==> config.mk <==
export PLATFORM = sky130hd
export DESIGN_NAME = gss_ctrl
export DESIGN_NICKNAME = d
export VERILOG_FILES = /design/src/hw/rtl/gss_pkg.sv /design/src/hw/rtl/gss_ctrl.sv
export SDC_FILE = /design/constraint.sdc
export NUM_CORES = 1
export LEC_CHECK = 0
export BUFFER_PORTS_ARGS = -buffer_cell sky130_fd_sc_hd__clkbuf_2
export CAP_MARGIN = 20
export CORE_AREA = 2 2 39 41
export CTS_CLUSTER_SIZE = 16
export DETAILED_ROUTE_END_ITERATION = 10
export DIE_AREA = 0 0 41 43
export PLACE_DENSITY = 0.77
export SYNTH_ARGS = -nofsm -noshare
export SYNTH_HDL_FRONTEND = slang
export SYNTH_SLANG_ARGS = --single-unit
==> constraint.sdc <==
create_clock -name clk_i -period 1.5 [get_ports clk_i]
set_clock_uncertainty 0.05 [all_clocks]
set_input_delay 0.3 -clock clk_i [delete_from_list [all_inputs] [get_ports clk_i]]
set_output_delay 0.3 -clock clk_i [all_outputs]
set_load 0.02 [all_outputs]
==> src/hw/rtl/gss_pkg.sv <==
`timescale 1ns / 1ps
`default_nettype none

package gss_pkg;

  localparam int unsigned DATA_WIDTH = 64;
  localparam int unsigned RATIO_W    = 64;
  localparam int unsigned COUNT_W    = 63;
  localparam int unsigned SUM_W      = 64;
  localparam int unsigned HALF_LO    = DATA_WIDTH / 2;
  localparam int unsigned HALF_HI    = DATA_WIDTH - HALF_LO;
  localparam int unsigned BIT_CNT_W  = $clog2(COUNT_W + 1);

  typedef enum logic [1:0] {
    OP_SUM_SQ,
    OP_POW_SQ,
    OP_SUM_R,
    OP_POW_R
  } op_e;

  typedef struct packed {
    logic load;
    logic shift;
    logic mul_start;
    op_e  op;
    logic emit;
  } ctrl_cmd_t;

  typedef struct packed {
    logic count_zero;
    logic count_msb;
    logic bits_one;
    logic mul_done;
    logic out_full;
  } dp_status_t;

endpackage

`default_nettype wire

==> src/hw/rtl/gss_ctrl.sv <==
`timescale 1ns / 1ps
`default_nettype none

module gss_ctrl import gss_pkg::*; (
  input  logic       clk_i,
  input  logic       rst_ni,
  input  logic       in_valid_i,
  output logic       in_ready_o,
  input  dp_status_t status_i,
  output ctrl_cmd_t  cmd_o
);

  typedef enum logic [4:0] {
    ST_IDLE  = 5'b00001,
    ST_ALIGN = 5'b00010,
    ST_ISSUE = 5'b00100,
    ST_WAIT  = 5'b01000,
    ST_DONE  = 5'b10000
  } state_e;

  state_e state_q, state_d;
  op_e    op_q, op_d;
  logic   next_bit;

  assign in_ready_o = (state_q == ST_IDLE);

  always_comb begin
    state_d       = state_q;
    op_d          = op_q;
    next_bit      = 1'b0;
    cmd_o.load      = 1'b0;
    cmd_o.shift     = 1'b0;
    cmd_o.mul_start = 1'b0;
    cmd_o.op        = op_q;
    cmd_o.emit      = 1'b0;

    unique case (state_q)
      ST_IDLE: begin
        if (in_valid_i) begin
          cmd_o.load = 1'b1;
          state_d    = ST_ALIGN;
        end
      end
      ST_ALIGN: begin
        // drop leading zeros, then consume the top set bit
        if (status_i.count_zero) begin
          state_d = ST_DONE;
        end else begin
          cmd_o.shift = 1'b1;
          if (status_i.count_msb) begin
            if (status_i.bits_one) begin
              state_d = ST_DONE;
            end else begin
              op_d    = OP_SUM_SQ;
              state_d = ST_ISSUE;
            end
          end
        end
      end
      ST_ISSUE: begin
        cmd_o.mul_start = 1'b1;
        state_d         = ST_WAIT;
      end
      ST_WAIT: begin
        if (status_i.mul_done) begin
          unique case (op_q)
            OP_SUM_SQ: begin
              op_d    = OP_POW_SQ;
              state_d = ST_ISSUE;
            end
            OP_POW_SQ: begin
              if (status_i.count_msb) begin
                op_d    = OP_SUM_R;
                state_d = ST_ISSUE;
              end else begin
                next_bit = 1'b1;
              end
            end
            OP_SUM_R: begin
              op_d    = OP_POW_R;
              state_d = ST_ISSUE;
            end
            OP_POW_R: begin
              next_bit = 1'b1;
            end
            default: begin
              state_d = ST_IDLE;
            end
          endcase
          if (next_bit) begin
            cmd_o.shift = 1'b1;
            if (status_i.bits_one) begin
              state_d = ST_DONE;
            end else begin
              op_d    = OP_SUM_SQ;
              state_d = ST_ISSUE;
            end
          end
        end
      end
      ST_DONE: begin
        if (!status_i.out_full) begin
          cmd_o.emit = 1'b1;
          state_d    = ST_IDLE;
        end
      end
      default: begin
        state_d = ST_IDLE;
      end
    endcase
  end

  always_ff @(posedge clk_i or negedge rst_ni) begin
    if (!rst_ni) begin
      state_q <= ST_IDLE;
      op_q    <= OP_SUM_SQ;
    end else begin
      state_q <= state_d;
      op_q    <= op_d;
    end
  end

endmodule

`default_nettype wire

# Yosys cells after proc, flatten, opt, wreduce, memory -nomap -nowiden
# Index checks and enable logic that the tools add are counted.
# word_totals
reg_bits,7
out_inout_bits,7
wordCells,56
# op_classes
eq_ne,17
muxes,32
n_reduce_logical,5
# ops
op,count
5-bit two-way mux,8
5-bit one-hot mux with 5 select lines,1
2-bit two-way mux,7
"2-bit != test, second input constant",6
1-bit two-way mux,11
5-bit one-hot mux with 2 select lines,1
2-bit one-hot mux with 3 select lines,1
6-bit AND reduction,1
"5-bit by 1-bit == test with 1-bit output, second input constant",1
"5-bit by 2-bit == test with 1-bit output, second input constant",1
"5-bit by 3-bit == test with 1-bit output, second input constant",1
"5-bit by 4-bit == test with 1-bit output, second input constant",1
"5-bit == test, second input constant",1
5-bit AND reduction,1
"2-bit == test, second input constant",2
"4-bit by 3-bit != test with 1-bit output, second input constant",1
"4-bit != test, second input constant",1
1-bit one-hot mux with 2 select lines,2
2-bit one-hot mux with 2 select lines,1
"3-bit != test, second input constant",1
"2-bit by 1-bit == test with 1-bit output, second input constant",1
2-bit logical NOT,1
2-bit nonzero test,1
2-bit OR reduction,1

# Longest topological paths before layout
# logic_depth
word_depth,7
depth_mapped,4

# Worst setup path after synthesis
# No wires, ideal clock.
# synth_timing
path_type,reg2out
startpoint,reg state_q[2]
endpoint,out cmd_o[0] (netlist name)
arrival_time_ps,1506
required_ps,1150
path_slack_ps,-356
stages_incl_launch_ff,3
n_path_buf,0
cell_sequence,dfrtp_1 -> nor3_2 -> nor4bb_1
# synth_rtl
item,line,source
from (decl),gss_ctrl.sv:21,"state_e state_q, state_d;"
from (signal assigned),gss_ctrl.sv:118,state_q <= state_d;
to (decl),gss_ctrl.sv:10,output ctrl_cmd_t cmd_o

==> flow_metrics.tcl <==
set metrics [dict create \
    start_kind "flip-flop" \
    layout_min_cycle_time_ns 1.81 \
    h-tree-depth 1 \
    initial_core_util_pct 37.0 \
    vias 582 \
    failed_checks "setup timing" \
    pin_count 15 \
    max_cap_violations 0 \
    rows 14 \
    port_buffers 14 \
    drc_errors 0 \
    die-height_microns 43 \
    status "finished with violations" \
    routed_via_density 5.20 \
    syn_area_per_cell_sq_um 8.82 \
    async_flop_share_pct 100 \
    yosysWarnings 0 \
    slew_violations 0 \
    path_buf_inv 1 \
    hpwl_microns 1100 \
    drtAntennaViolNets 0 \
    track_usage_pct 22.3 \
    clock_sinks 7 \
    fmax_mhz 552 \
    overflow 0 \
    end_kind "output pin" \
    power_mw 1.42 \
    utilization_pct 66.5 \
    slowest_stage "dfrtp_2" \
    clock_path_buffers 2 \
    ys_seq_area_share_pct 34.5 \
    worstHoldPathType "in2reg" \
    cp_max_fo 5 \
    cpPeakStageDelay_ns 0.44 \
    cts_tree "done" \
    timing.final.crit_share_pct 121 \
    reg2reg_setup_slack_ns -0.12 \
    min_from "status_i[2]" \
    path_clk_slew_ns 0.06 \
    grt_pass1_vias 627 \
    numCtsBuffers 3 \
    arrival_ns 1.46 \
    grt.met3_usage_pct 6.81 \
    die_w_microns 41 \
    drtIter0Drc 8 \
    die_area_sq_um 1760 \
    syn-cell-area_sq_um 512 \
    grt_use_met1_pct 24.7 \
    cts-root-buf "clkbuf_4" \
    min_to "state_q[2]$_DFFE_PN0P_" \
    antenna_found_initial 0 \
    place_congestion 0.808 \
    worst_pin_slew_ns 0.239 \
    r2r_cells 6 \
    diodes 0 \
    holdPathStages 3 \
    p_per_area_nw_per_um2 1540 \
    setup_viol 8 \
    ys_ff_latch 7 \
    r2r_end "state_q[4]$_DFFE_PN0P_" \
    cpLargestDelayFamily "flip-flops" \
    dp_slack_ns -0.0768 \
    design_area_sq_um 921 \
    grt_pass1_wl_microns 2630 \
    synth_cells 58 \
    dr.pass1.iters 2 \
    setup_ws_ns -0.313 \
    areaGrowthSynthToFinish_pct 80.0 \
    cp-startpoint "state_q[2]$_DFFE_PN0P_" \
    gr-usage-met2_pct 37.2 \
    cp.required_ns 1.15 \
    rsz0062_at_grt "yes" \
    yosysUniqueCellTypes 33 \
    totalWireLength_microns 1540 \
    postPlaceCellArea_sq_um 727 \
    drive_gt1_share_pct 59.4 \
    critical_path_class "reg2out" \
    cellLeakagePower_nw 0.432 \
    syn-num-nets 66 \
    drt-wirelength-per-cell_microns 13.8 \
    grt_max_degree 8 \
    cp_cell_sequence "nor3_4 > nand2_2 > o31ai_4 > clkbuf_8" \
    relSlewSlack_pct 84.0 \
    r2r-start "state_q[2]$_DFFE_PN0P_" \
    finalHoldViolations 0 \
    coreArea_sq_um 1380 \
    clkLatencyLatePin_ns 0.26 \
    busiest_layer "met2" \
    ir_drop_v 0.000942 \
    synth-main-ff-cell "dfrtp_1" \
    fin_nets 105 \
    synth_edf_count 0 \
]
==> stage by stage <==
step	hold WS, ns	setup TNS (ns)	instances
global placement	0.0912	-0.118	99
finish	0.313	-1.35	112
CTS	0.295	-1.32	109
floorplan	-0.0456	-0.0145	58
detailed placement	0.0908	-0.291	99
global route	0.343	-2.01	112
==> per-layer routing <==
layer,wire (microns),up-vias
met1,622,277
met2,849,15
met5,0,-
li1,-,288
met3,54,2
met4,13,0
==> cell type report <==
type | instances | area [sq um]
clock buffers | 4 | 26.3
inverters | 3 | 11.3
fillers | 112 | 463
well taps | 16 | 20.0
repair buffers | 34 | 264
flip-flops and latches | 7 | 180
multi-input cells | 48 | 419
==> worst max path at each step <==
stage | end | slack (ns) | depth (start not counted)
finish | cmd_o[4] | -0.31 | 4
global route | cmd_o[4] | -0.40 | 4
CTS | cmd_o[4] | -0.31 | 4
detailed placement | op_q[1]$_DFFE_PN0P_ | -0.08 | 4
global placement | cmd_o[4] | -0.04 | 4
floorplan | cmd_o[0] | -0.01 | 2
==> timing repair <==
| action | CTS | global route |
|---|---|---|
| hold buffers | 1 | 0 |
| endpoints found under the hold margin | 6 | 0 |
| cloned | 0 | 0 |
| setup endpoints to repair | 8 | 10 |
| pin swaps | 9 | 2 |
| resized for setup | 17 | 5 |
| setup buffers | 5 | 4 |
==> synthesized netlist by cell type, types with 2 or more instances <==
cell | count | area (sq um)
nand3_1 | 3 | 15.0
inv_1 | 3 | 11.3
a21oi_1 | 3 | 15.0
a21o_1 | 2 | 15.0
dfrtp_1 | 6 | 150
nand2_1 | 7 | 26.3
and3b_1 | 2 | 17.5
o31ai_1 | 2 | 15.0
nand2b_1 | 2 | 12.5
nor2_1 | 3 | 11.3
o21ai_0 | 3 | 15.0
==> placed cells by master (no fill, tap or decap), types with 2 or more instances in the layout <==
master,netlist,layout
nand2_1,7,7
dfrtp_1,6,3
a21oi_1,3,2
nor3_4,0,2
and2_4,1,2
inv_1,3,3
clkbuf_8,0,4
nor2_1,3,3
nand2b_1,2,2
clkbuf_4,0,3
nand3_1,3,2
buf_4,0,19
o21ai_0,3,3
clkbuf_2,0,9
a21o_1,2,2
dfrtp_2,0,3
==> registers in the layout (all words and copies together), names as in the netlist <==
signal and cells:
state_q 5, op_q 2
==> power by group <==
group | leakage, nW | internal, mW | switching (mW)
Sequential | 0.0858 | 0.260 | 0.0998
Combinational | 0.331 | 0.518 | 0.363
Clock | 0.0150 | 0.102 | 0.0770
Total | 0.432 | 0.880 | 0.540
==> cells by family (layout without fill, tap and decap cells) <==
logic type	Yosys count	count (layout)	synth area share, %
compound gates	16	16	22.0
xor+xnor	1	1	1.71
buf+inv	3	41	2.20
flops	7	7	34.5
mux	1	1	2.93
simple gates	30	30	36.7
==> worst reg2reg max path, delay by kind of cell, from the launching register on <==
kind,cells,cell delay (ns)
AO/OA/AOI/OAI,2,0.38
buffers and inverters,2,0.29
flip-flops,1,0.44
AND/OR/NAND/NOR,2,0.38
Note: power is estimated with default switching activity, not from simulation.
