--- src/hw/rtl/gss_pkg.sv ---
`timescale 1ns / 1ps
`default_nettype none

package gss_pkg;

  localparam int unsigned DATA_WIDTH = 64;
  localparam int unsigned RATIO_W    = 64;
  localparam int unsigned COUNT_W    = 63;
  localparam int unsigned SUM_W      = 64;
  localparam int unsigned HALF_LO    = DATA_WIDTH / 2;
  localparam int unsigned HALF_HI    = DATA_WIDTH - HALF_LO;
  localparam int unsigned BIT_CNT_W  = $clog2(COUNT_W + 1);

  typedef enum logic [1:0] {
    OP_SUM_SQ,
    OP_POW_SQ,
    OP_SUM_R,
    OP_POW_R
  } op_e;

  typedef struct packed {
    logic load;
    logic shift;
    logic mul_start;
    op_e  op;
    logic emit;
  } ctrl_cmd_t;

  typedef struct packed {
    logic count_zero;
    logic count_msb;
    logic bits_one;
    logic mul_done;
    logic out_full;
  } dp_status_t;

endpackage

`default_nettype wire

--- src/hw/rtl/gss_dp.sv ---
`timescale 1ns / 1ps
`default_nettype none

module gss_dp import gss_pkg::*; (
  input  logic               clk_i,
  input  logic               rst_ni,
  input  logic [RATIO_W-1:0] ratio_i,
  input  logic [COUNT_W-1:0] term_count_i,
  input  ctrl_cmd_t          cmd_i,
  output dp_status_t         status_o,
  output logic               out_valid_o,
  input  logic               out_ready_i,
  output logic [SUM_W-1:0]   series_sum_o
);

  typedef enum logic [4:0] {
    M_IDLE = 5'b00001,
    M_P0   = 5'b00010,
    M_P1   = 5'b00100,
    M_P2   = 5'b01000,
    M_WB   = 5'b10000
  } mul_phase_e;

  mul_phase_e phase_q, phase_d;

  logic [DATA_WIDTH-1:0] ratio_q, ratio_d;
  logic [COUNT_W-1:0]    count_q, count_d;
  logic [BIT_CNT_W-1:0]  bits_q, bits_d;
  logic [DATA_WIDTH-1:0] sum_q, sum_d;
  logic [DATA_WIDTH-1:0] pow_q, pow_d;
  logic [DATA_WIDTH-1:0] opa_q, opa_d;
  logic [DATA_WIDTH-1:0] opb_q, opb_d;
  logic [DATA_WIDTH-1:0] acc_q, acc_d;
  op_e                   dest_q, dest_d;
  logic                  out_valid_q, out_valid_d;
  logic [SUM_W-1:0]      out_sum_q, out_sum_d;

  logic [HALF_HI-1:0]   mul_x, mul_y;
  logic [2*HALF_HI-1:0] prod;

  // one shared half-width multiplier, low word built from three partial products
  always_comb begin
    unique case (phase_q)
      M_P1: begin
        mul_x = HALF_HI'(opa_q[HALF_LO-1:0]);
        mul_y = opb_q[DATA_WIDTH-1:HALF_LO];
      end
      M_P2: begin
        mul_x = opa_q[DATA_WIDTH-1:HALF_LO];
        mul_y = HALF_HI'(opb_q[HALF_LO-1:0]);
      end
      default: begin
        mul_x = HALF_HI'(opa_q[HALF_LO-1:0]);
        mul_y = HALF_HI'(opb_q[HALF_LO-1:0]);
      end
    endcase
    prod = mul_x * mul_y;
  end

  always_comb begin
    phase_d = phase_q;
    acc_d   = acc_q;
    opa_d   = opa_q;
    opb_d   = opb_q;
    dest_d  = dest_q;
    ratio_d = ratio_q;
    count_d = count_q;
    bits_d  = bits_q;
    sum_d   = sum_q;
    pow_d   = pow_q;

    unique case (phase_q)
      M_IDLE: begin
        if (cmd_i.mul_start) begin
          phase_d = M_P0;
          dest_d  = cmd_i.op;
          unique case (cmd_i.op)
            OP_SUM_SQ: begin
              opa_d = sum_q;
              opb_d = pow_q + DATA_WIDTH'(1);
            end
            OP_POW_SQ: begin
              opa_d = pow_q;
              opb_d = pow_q;
            end
            OP_SUM_R: begin
              opa_d = ratio_q;
              opb_d = sum_q;
            end
            OP_POW_R: begin
              opa_d = pow_q;
              opb_d = ratio_q;
            end
            default: begin
              opa_d = pow_q;
              opb_d = pow_q;
            end
          endcase
        end
      end
      M_P0: begin
        acc_d   = prod[DATA_WIDTH-1:0];
        phase_d = M_P1;
      end
      M_P1: begin
        acc_d   = acc_q + {prod[HALF_HI-1:0], {HALF_LO{1'b0}}};
        phase_d = M_P2;
      end
      M_P2: begin
        acc_d   = acc_q + {prod[HALF_HI-1:0], {HALF_LO{1'b0}}};
        phase_d = M_WB;
      end
      M_WB: begin
        phase_d = M_IDLE;
        if (dest_q == OP_SUM_SQ || dest_q == OP_SUM_R) begin
          sum_d = acc_q + DATA_WIDTH'(dest_q == OP_SUM_R);
        end else begin
          pow_d = acc_q;
        end
      end
      default: begin
        phase_d = M_IDLE;
      end
    endcase

    if (cmd_i.load) begin
      ratio_d = ratio_i[DATA_WIDTH-1:0];
      pow_d   = ratio_i[DATA_WIDTH-1:0];
      count_d = term_count_i;
      bits_d  = BIT_CNT_W'(COUNT_W);
      sum_d   = DATA_WIDTH'(term_count_i != '0);
    end else if (cmd_i.shift) begin
      count_d = {count_q[COUNT_W-2:0], 1'b0};
      bits_d  = bits_q - BIT_CNT_W'(1);
    end
  end

  always_comb begin
    out_valid_d = out_valid_q;
    out_sum_d   = out_sum_q;
    if (cmd_i.emit) begin
      out_valid_d = 1'b1;
      out_sum_d   = SUM_W'(signed'(sum_q));
    end else if (out_ready_i) begin
      out_valid_d = 1'b0;
    end
  end

  assign status_o.count_zero = (count_q == '0);
  assign status_o.count_msb  = count_q[COUNT_W-1];
  assign status_o.bits_one   = (bits_q == BIT_CNT_W'(1));
  assign status_o.mul_done   = (phase_q == M_WB);
  assign status_o.out_full   = out_valid_q & ~out_ready_i;

  assign out_valid_o  = out_valid_q;
  assign series_sum_o = out_sum_q;

  always_ff @(posedge clk_i or negedge rst_ni) begin
    if (!rst_ni) begin
      phase_q     <= M_IDLE;
      out_valid_q <= 1'b0;
      bits_q      <= '0;
    end else begin
      phase_q     <= phase_d;
      out_valid_q <= out_valid_d;
      bits_q      <= bits_d;
    end
  end

  always_ff @(posedge clk_i) begin
    ratio_q   <= ratio_d;
    count_q   <= count_d;
    sum_q     <= sum_d;
    pow_q     <= pow_d;
    opa_q     <= opa_d;
    opb_q     <= opb_d;
    acc_q     <= acc_d;
    dest_q    <= dest_d;
    out_sum_q <= out_sum_d;
  end

endmodule

`default_nettype wire

--- config.mk ---
export PLATFORM = sky130hd
export DESIGN_NAME = gss_dp
export DESIGN_NICKNAME = d
export VERILOG_FILES = /design/src/hw/rtl/gss_pkg.sv /design/src/hw/rtl/gss_dp.sv
export SDC_FILE = /design/constraint.sdc
export NUM_CORES = 2
export LEC_CHECK = 0
export BUFFER_PORTS_ARGS = -buffer_cell sky130_fd_sc_hd__buf_2
export CAP_MARGIN = 5
export CORE_MARGIN = 2
export CORE_UTILIZATION = 59
export DETAILED_ROUTE_END_ITERATION = 12
export PLACE_DENSITY = 0.79
export SYNTH_ARGS = -nofsm -noshare
export SYNTH_HDL_FRONTEND = slang
export SYNTH_SLANG_ARGS = --single-unit
--- constraint.sdc ---
create_clock -name clk_i -period 10.6 [get_ports clk_i]
set_input_delay 0.53 -clock clk_i [delete_from_list [all_inputs] [get_ports clk_i]]
set_output_delay 0.53 -clock clk_i [all_outputs]
set_load 0.03 [all_outputs]
Word level (Yosys, flattened, before mapping)
Cells that the tools add are included.
{"block": "totals", "ff_bits": 525, "input_bits": 136, "out_inout_bits": 70, "word_cells": 67}
{"block": "classes", "addsub": 4, "n_mul": 1, "n_eq_ne": 12, "mux": 19, "bitwise": 2, "n_reduce_logical": 16}
{"operator": "$pmux 64 s4", "n": 1}
{"operator": "$mux 64", "n": 3}
{"operator": "$pmux 64 s3", "n": 1}
{"operator": "$pmux 64 s2", "n": 1}
{"operator": "$mux 63", "n": 2}
{"operator": "$add 64x1->64", "n": 1}
{"operator": "$add 64x1->64 const B", "n": 1}
{"operator": "$add 64x64->64", "n": 1}
{"operator": "$mul 32x32->64", "n": 1}
{"operator": "$mux 32", "n": 2}
{"operator": "$logic_not 63->1", "n": 1}
{"operator": "$reduce_bool 63->1", "n": 1}
{"operator": "$pmux 5 s4", "n": 1}
{"operator": "$mux 6", "n": 2}
{"operator": "$reduce_bool 2->1", "n": 5}
{"operator": "$reduce_and 2->1", "n": 4}
{"operator": "$eq 2x2->1 const B", "n": 3}
{"operator": "$eq 6x1->1 const B", "n": 1}
{"operator": "$sub 6x1->6 const B", "n": 1}
{"operator": "$eq 5x1->1 const B", "n": 1}
{"operator": "$eq 5x2->1 const B", "n": 1}
{"operator": "$eq 5x3->1 const B", "n": 1}
{"operator": "$eq 5x4->1 const B", "n": 1}
{"operator": "$eq 5x5->1 const B", "n": 1}
{"operator": "other kinds (9)", "n": 16}

Depth between registers and ports, before layout
{"block": "depth", "word_depth": 5, "ltp_mapped": 40, "ltp_nobuf": 36}

Worst setup path before layout
Ideal clock, no wire load.
{"block": "synth_path", "path_type": "register to register", "start": "register phase_q[2]", "end": "register dest_q[0], enable pin", "setup_time_ns": 0.781, "t_arrival_ns": 9.731, "required_ns": 9.819, "slack_ns": 0.089, "stages_incl_launch_ff": 3, "n_path_buf": 0, "synth_period_minus_slack_ns": 10.511, "path_cell_list": "dfrtp_1 or3_1 nor3_1"}
{"block": "synth_between", "elab_chain_cells": 2}
{"item": "start: declaration", "line": "gss_dp.sv:24", "rtl": "mul_phase_e phase_q, phase_d;"}
{"item": "start signal: assignment", "line": "gss_dp.sv:164", "rtl": "phase_q <= phase_d;"}
{"item": "$eq 5x1->1", "line": "gss_dp.sv:72", "rtl": "unique case (phase_q)"}
{"item": "$reduce_and 2->1 (no line)"}
{"item": "end signal: assignment", "line": "gss_dp.sv:178", "rtl": "dest_q <= dest_d;"}
{"item": "end: declaration", "line": "gss_dp.sv:34", "rtl": "op_e dest_q, dest_d;"}
No other way between the ends.
A chain may end at the register's enable or synchronous reset.

Worst setup path in the final report
{"block": "layout_path", "start": "register phase_q[1]", "end": "register acc_q[61], data pin"}
{"block": "layout_between", "elab_chain_cells": 5, "word_cells_on_any_way": 9, "cone_classes": "add/sub (1); mul (1); eq/ne (3); mux (3); reduce/logical (1)"}
{"item": "$eq 5x4->1 / $eq 5x3->1 (equally long branches)", "line": "gss_dp.sv:43, gss_dp.sv:72"}
{"item": "$mux 32", "line": "gss_dp.sv:43", "rtl": "unique case (phase_q)"}
{"item": "$mul 32x32->64", "line": "gss_dp.sv:57", "rtl": "prod = mul_x * mul_y;"}
{"item": "$add 64x64->64", "line": "gss_dp.sv:106, gss_dp.sv:110"}
{"item": "$pmux 64 s2 (*)", "line": "gss_dp.sv:72"}
{"item": "named net acc_d[61]", "line": "gss_dp.sv:33", "rtl": "logic [DATA_WIDTH-1:0] acc_q, acc_d;"}
{"item": "end signal: assignment", "line": "gss_dp.sv:177", "rtl": "acc_q <= acc_d;"}
{"item": "end: declaration", "line": "gss_dp.sv:33"}
The timed path passes the listed nets; every way through them passes the cells marked *.

==> impl.org <==
** Clock network
- The number of setup buffers added after CTS is 0.
- The clock net in this run drives a total of 525 sinks.
- CTS Buf Count :: 51
- TritonCTS built the clock tree.
- The H-tree generated during clock tree synthesis spans 2 levels.
- After clock tree synthesis, the clock-pin slew on the worst setup and hold paths is 0.07 ns.
- Clk buf depth :: 3
- The clock reaches the later pin of the worst-skew pair after 0.64 ns.
- CTS Root Buffer Type :: sky130_fd_sc_hd__clkbuf_16

** Cells and area
- The sequential cells in the finished layout cover a total of 0.0151 mm2.
- Non-Filler Instances :: 7425
- Post-layout nets :: 7420
- The finished cells cover 0.0630 mm2.
- Fraction of final layout cells with drive strength greater than 1 :: 0.103
- Relative area change from synthesis to final layout :: 8.36%
- The multi-input combinational cells in the finished layout cover a total of 0.0387 mm2.
- Fillcell total :: 7711

** Setup path
- Worst-path maximum fanout :: 19
- Type of destination of the critical path :: flop
- Required time at the endpoint of the critical path :: 10.97 ns
- Max stage delay on crit path :: 0.67 ns
- The critical path is of the reg2reg type.
- On the critical path, the stage with the largest delay is an instance of sky130_fd_sc_hd__xor2_1.
- The worst setup path is launched from a flop.
- The number of buffers and inverters on the critical path is 5.
- In this design, the largest share of critical-path delay is due to adder cells.
- STA puts the critical path data arrival time at 10.58 ns.

** Synthesis
- Each instance of the synthesized netlist takes up on average 9.76 um2.
- In the synthesized netlist the dominant register cell turns out to be sky130_fd_sc_hd__edfxtp_1.
- Leading post-synthesis cells by instance count :: sky130_fd_sc_hd__nand2_1, sky130_fd_sc_hd__fa_1, sky130_fd_sc_hd__inv_1
- For this run, the number of Yosys warnings is 0.
- In this run, synthesis inferred 450 flip-flops with an integrated enable.
- When the netlist entered floorplanning its net count stood at 7292.
- Of all flip-flops after synthesis, the portion carrying an async set or reset was 0.0229.
- Counting every instance in the synthesized netlist gives 5958.
- Of the post-synthesis cell area, the dominant cell type holds 0.309.
- Cell type contributing the most total cell area after synthesis :: sky130_fd_sc_hd__fa_1
- Counting distinct cell types in the post-synthesis netlist gives 84.
- For this run, the register share of the synthesized area comes to 0.259.
- In the post-synthesis netlist, the cell with the most instances is sky130_fd_sc_hd__nand2_1.
- Post-Syn Area :: 0.0581 mm2
- Yosys attributes the largest share of cell area to sky130_fd_sc_hd__fa_1, sky130_fd_sc_hd__edfxtp_1, sky130_fd_sc_hd__nand2_1.
- #FFs+latches synth :: 525

** Floorplanning
- Measured along the x axis, the die boundary spans 318 um.
- Measured along the y axis, the die boundary spans 318 um.
- After floorplanning, the core was sized to cover 0.0980 mm2.
- Number of top-level pins :: 206
- DIE AREA :: 0.101 mm2
- # rows :: 115
- For this configuration, the core starts out at a cell density of 0.593.

** Global routing
- The first global-routing pass estimated 281000 um of wire.
- Entering global routing, the biggest net connects 185 pins.
- After global routing the overflow that remains totals 0.
- All-layer global routing usage :: 0.373
- The number of global-route vias before repair is 45500.
- The number of antenna violations at the first check in global routing came to 11.

** Routing
- Number of routed nets with antenna violations :: 0
- Remaining DRCs :: 0
- Drt total wl :: 186000 um
- DR iter-0 viols :: 5670
- Routed via count divided by cell count :: 6.06
- Detailed-route via count :: 45000
- In the final routed layout, each cell accounts on average for 25.1 um.
- The first detailed-routing pass took 8 iterations.

** STA
- Slew at the pin closest to its max-slew limit :: 1.11 ns
- Clock period minus final worst setup slack :: 10.21 ns
- Setup TNS :: 0 ns
- Setup repair after global routing left no endpoint under its margin.
- Share of the cycle needed by the critical path after routing :: 0.963
- Fmax :: 97.9 MHz
- In this run the tightest slew margin relative to its limit is 0.241.
- Once routing completed, OpenROAD measured the worst setup slack at 0.389 ns.
- Setup violations remaining at the end of the flow were counted as 0.
- The total count of max-transition violations in the final report came to 0.
- Hold violation count in the final report :: 0
- Setup skew after layout :: 0.0557 ns

** Place
- The wire-length estimate of the detail-placed layout is 150000 um.
- At the end of routability-driven placement, the weighted congestion stood at 1.05.
- Placed cell count :: 7319
- Prior to clock tree synthesis, the placed netlist has a worst setup slack of 0.500 ns.
- During placement, the flow inserted port buffers numbering 205.
- Placed instance area :: 0.0611 mm2

** Run status
- The run finished with clean final reports.

** Flow run
- Number of max-capacitance violations reported :: 0

** Hold path
- The tightest min-delay check is of the in2reg type.
## final cells by class
cell class | instances | area share
antenna | 9 | 0.000358
clock buffer | 60 | 0.0215
clock inverter | 36 | 0.00806
inverter | 893 | 0.0532
multi-input combinational | 4242 | 0.614
sequential | 525 | 0.239
tap | 1287 | 0.0256
timing repair buffer | 373 | 0.0381
## layer usage
layer | vias up | global-route usage | routed length [um]
met3 | 509 | 0.0770 | 20400
met1 | 22500 | 0.507 | 71200
met5 | - | 0 | 54
met2 | 2717 | 0.575 | 83100
li1 | 19300 | - | -
met4 | 8 | 0.183 | 11300
## state kept, by name, summed over array words and instances, names as in the netlist
signal / flops
count_q: 63
phase_q: 5
ratio_q: 64
out_valid_o: 1
opa_q: 64
acc_q: 64
pow_q: 64
series_sum_o: 64
bits_q: 6
sum_q: 64
dest_q: 2
opb_q: 64
## worst register-to-register path, delay by kind of cell, from the launching register on
kind / cells / cell delay, ns
adders and majority gates: 10 / 4.49
and+or+nand+nor: 11 / 1.77
AOI/OAI and AO/OA: 6 / 1.42
buffers and inverters: 5 / 0.96
xor gates and xnor gates: 1 / 0.67
DFF: 1 / 0.43
muxes: 1 / 0.26
## placed cells by master, fill, tap and decap left out, types with 11 or more instances in the layout
master and count:
sky130_fd_sc_hd__clkinv_2 11, sky130_fd_sc_hd__o21ai_0 155, sky130_fd_sc_hd__clkbuf_16 53, sky130_fd_sc_hd__buf_2 202
sky130_fd_sc_hd__nor2b_1 16, sky130_fd_sc_hd__or3_1 11, sky130_fd_sc_hd__buf_4 160, sky130_fd_sc_hd__nand3_1 66
sky130_fd_sc_hd__xnor2_1 113, sky130_fd_sc_hd__and2_1 56, sky130_fd_sc_hd__a31oi_1 11, sky130_fd_sc_hd__dfrtp_1 11
sky130_fd_sc_hd__nand2_1 1055, sky130_fd_sc_hd__a211oi_1 62, sky130_fd_sc_hd__dfxtp_1 63, sky130_fd_sc_hd__mux2_2 126
sky130_fd_sc_hd__nor2_1 553, sky130_fd_sc_hd__o21bai_1 11, sky130_fd_sc_hd__mux2i_1 176, sky130_fd_sc_hd__nand4_1 60
sky130_fd_sc_hd__inv_1 892, sky130_fd_sc_hd__xor2_1 90, sky130_fd_sc_hd__nor4_1 38, sky130_fd_sc_hd__a21oi_1 155
sky130_fd_sc_hd__ha_1 301, sky130_fd_sc_hd__and3_1 33, sky130_fd_sc_hd__edfxtp_1 450, sky130_fd_sc_hd__fa_1 897
sky130_fd_sc_hd__o21a_1 12, sky130_fd_sc_hd__nor3_1 35, sky130_fd_sc_hd__and4_1 14, sky130_fd_sc_hd__a21o_1 40
sky130_fd_sc_hd__nand2b_1 24
## final timing paths
path | slack [ns] | from | endpoint | cells after the start
min in group asynchronous | 0.35 | rst_ni | bits_q[2]$_DFFE_PN0P_ | 2
worst min register to register | 0.48 | sum_q[7]$_SDFFE_PP0P_ | series_sum_o[7]$_DFFE_PP_ | 0
worst max register to register | 0.39 | phase_q[1]$_DFFE_PN0P_ | acc_q[61]$_DFFE_PP_ | 34
max in group asynchronous | 9.86 | rst_ni | phase_q[0]$_DFFE_PN1P_ | 2
worst max-delay path | 0.39 | phase_q[1]$_DFFE_PN0P_ | acc_q[61]$_DFFE_PP_ | 34
worst min-delay path | 0.08 | ratio_i[27] | ratio_q[27]$_DFFE_PP_ | 1
## cell families after synthesis
group / synth area share
XOR/XNOR: 0.0311
AO/OA/AOI/OAI: 0.0547
AND/OR/NAND/NOR: 0.147
multiplexers: 0.0570
flip-flops: 0.259
buffers and inverters: 0.0771
adder cells (fa/ha/maj): 0.374
## metrics by stage
| stage | hold WS, ns | utilization |
|---|---|---|
| floorplan | 0.234 | - |
| global placement | 0.468 | 0.623 |
| detailed placement | 0.468 | 0.623 |
| CTS | 0.0516 | 0.643 |
| global route | 0.0655 | 0.643 |
| finish | 0.0787 | 0.643 |
## repair_timing
action | 4_1_cts | 5_1_grt
resized for setup | 0 | 2
hold buffers | 1 | 0
endpoints found under the setup margin | 0 | 1
endpoints found under the hold margin | 11 | 0
Power is left out: the tool's default activity adds up to more than one toggle a clock period on the data nets, which glitch-free logic cannot reach.
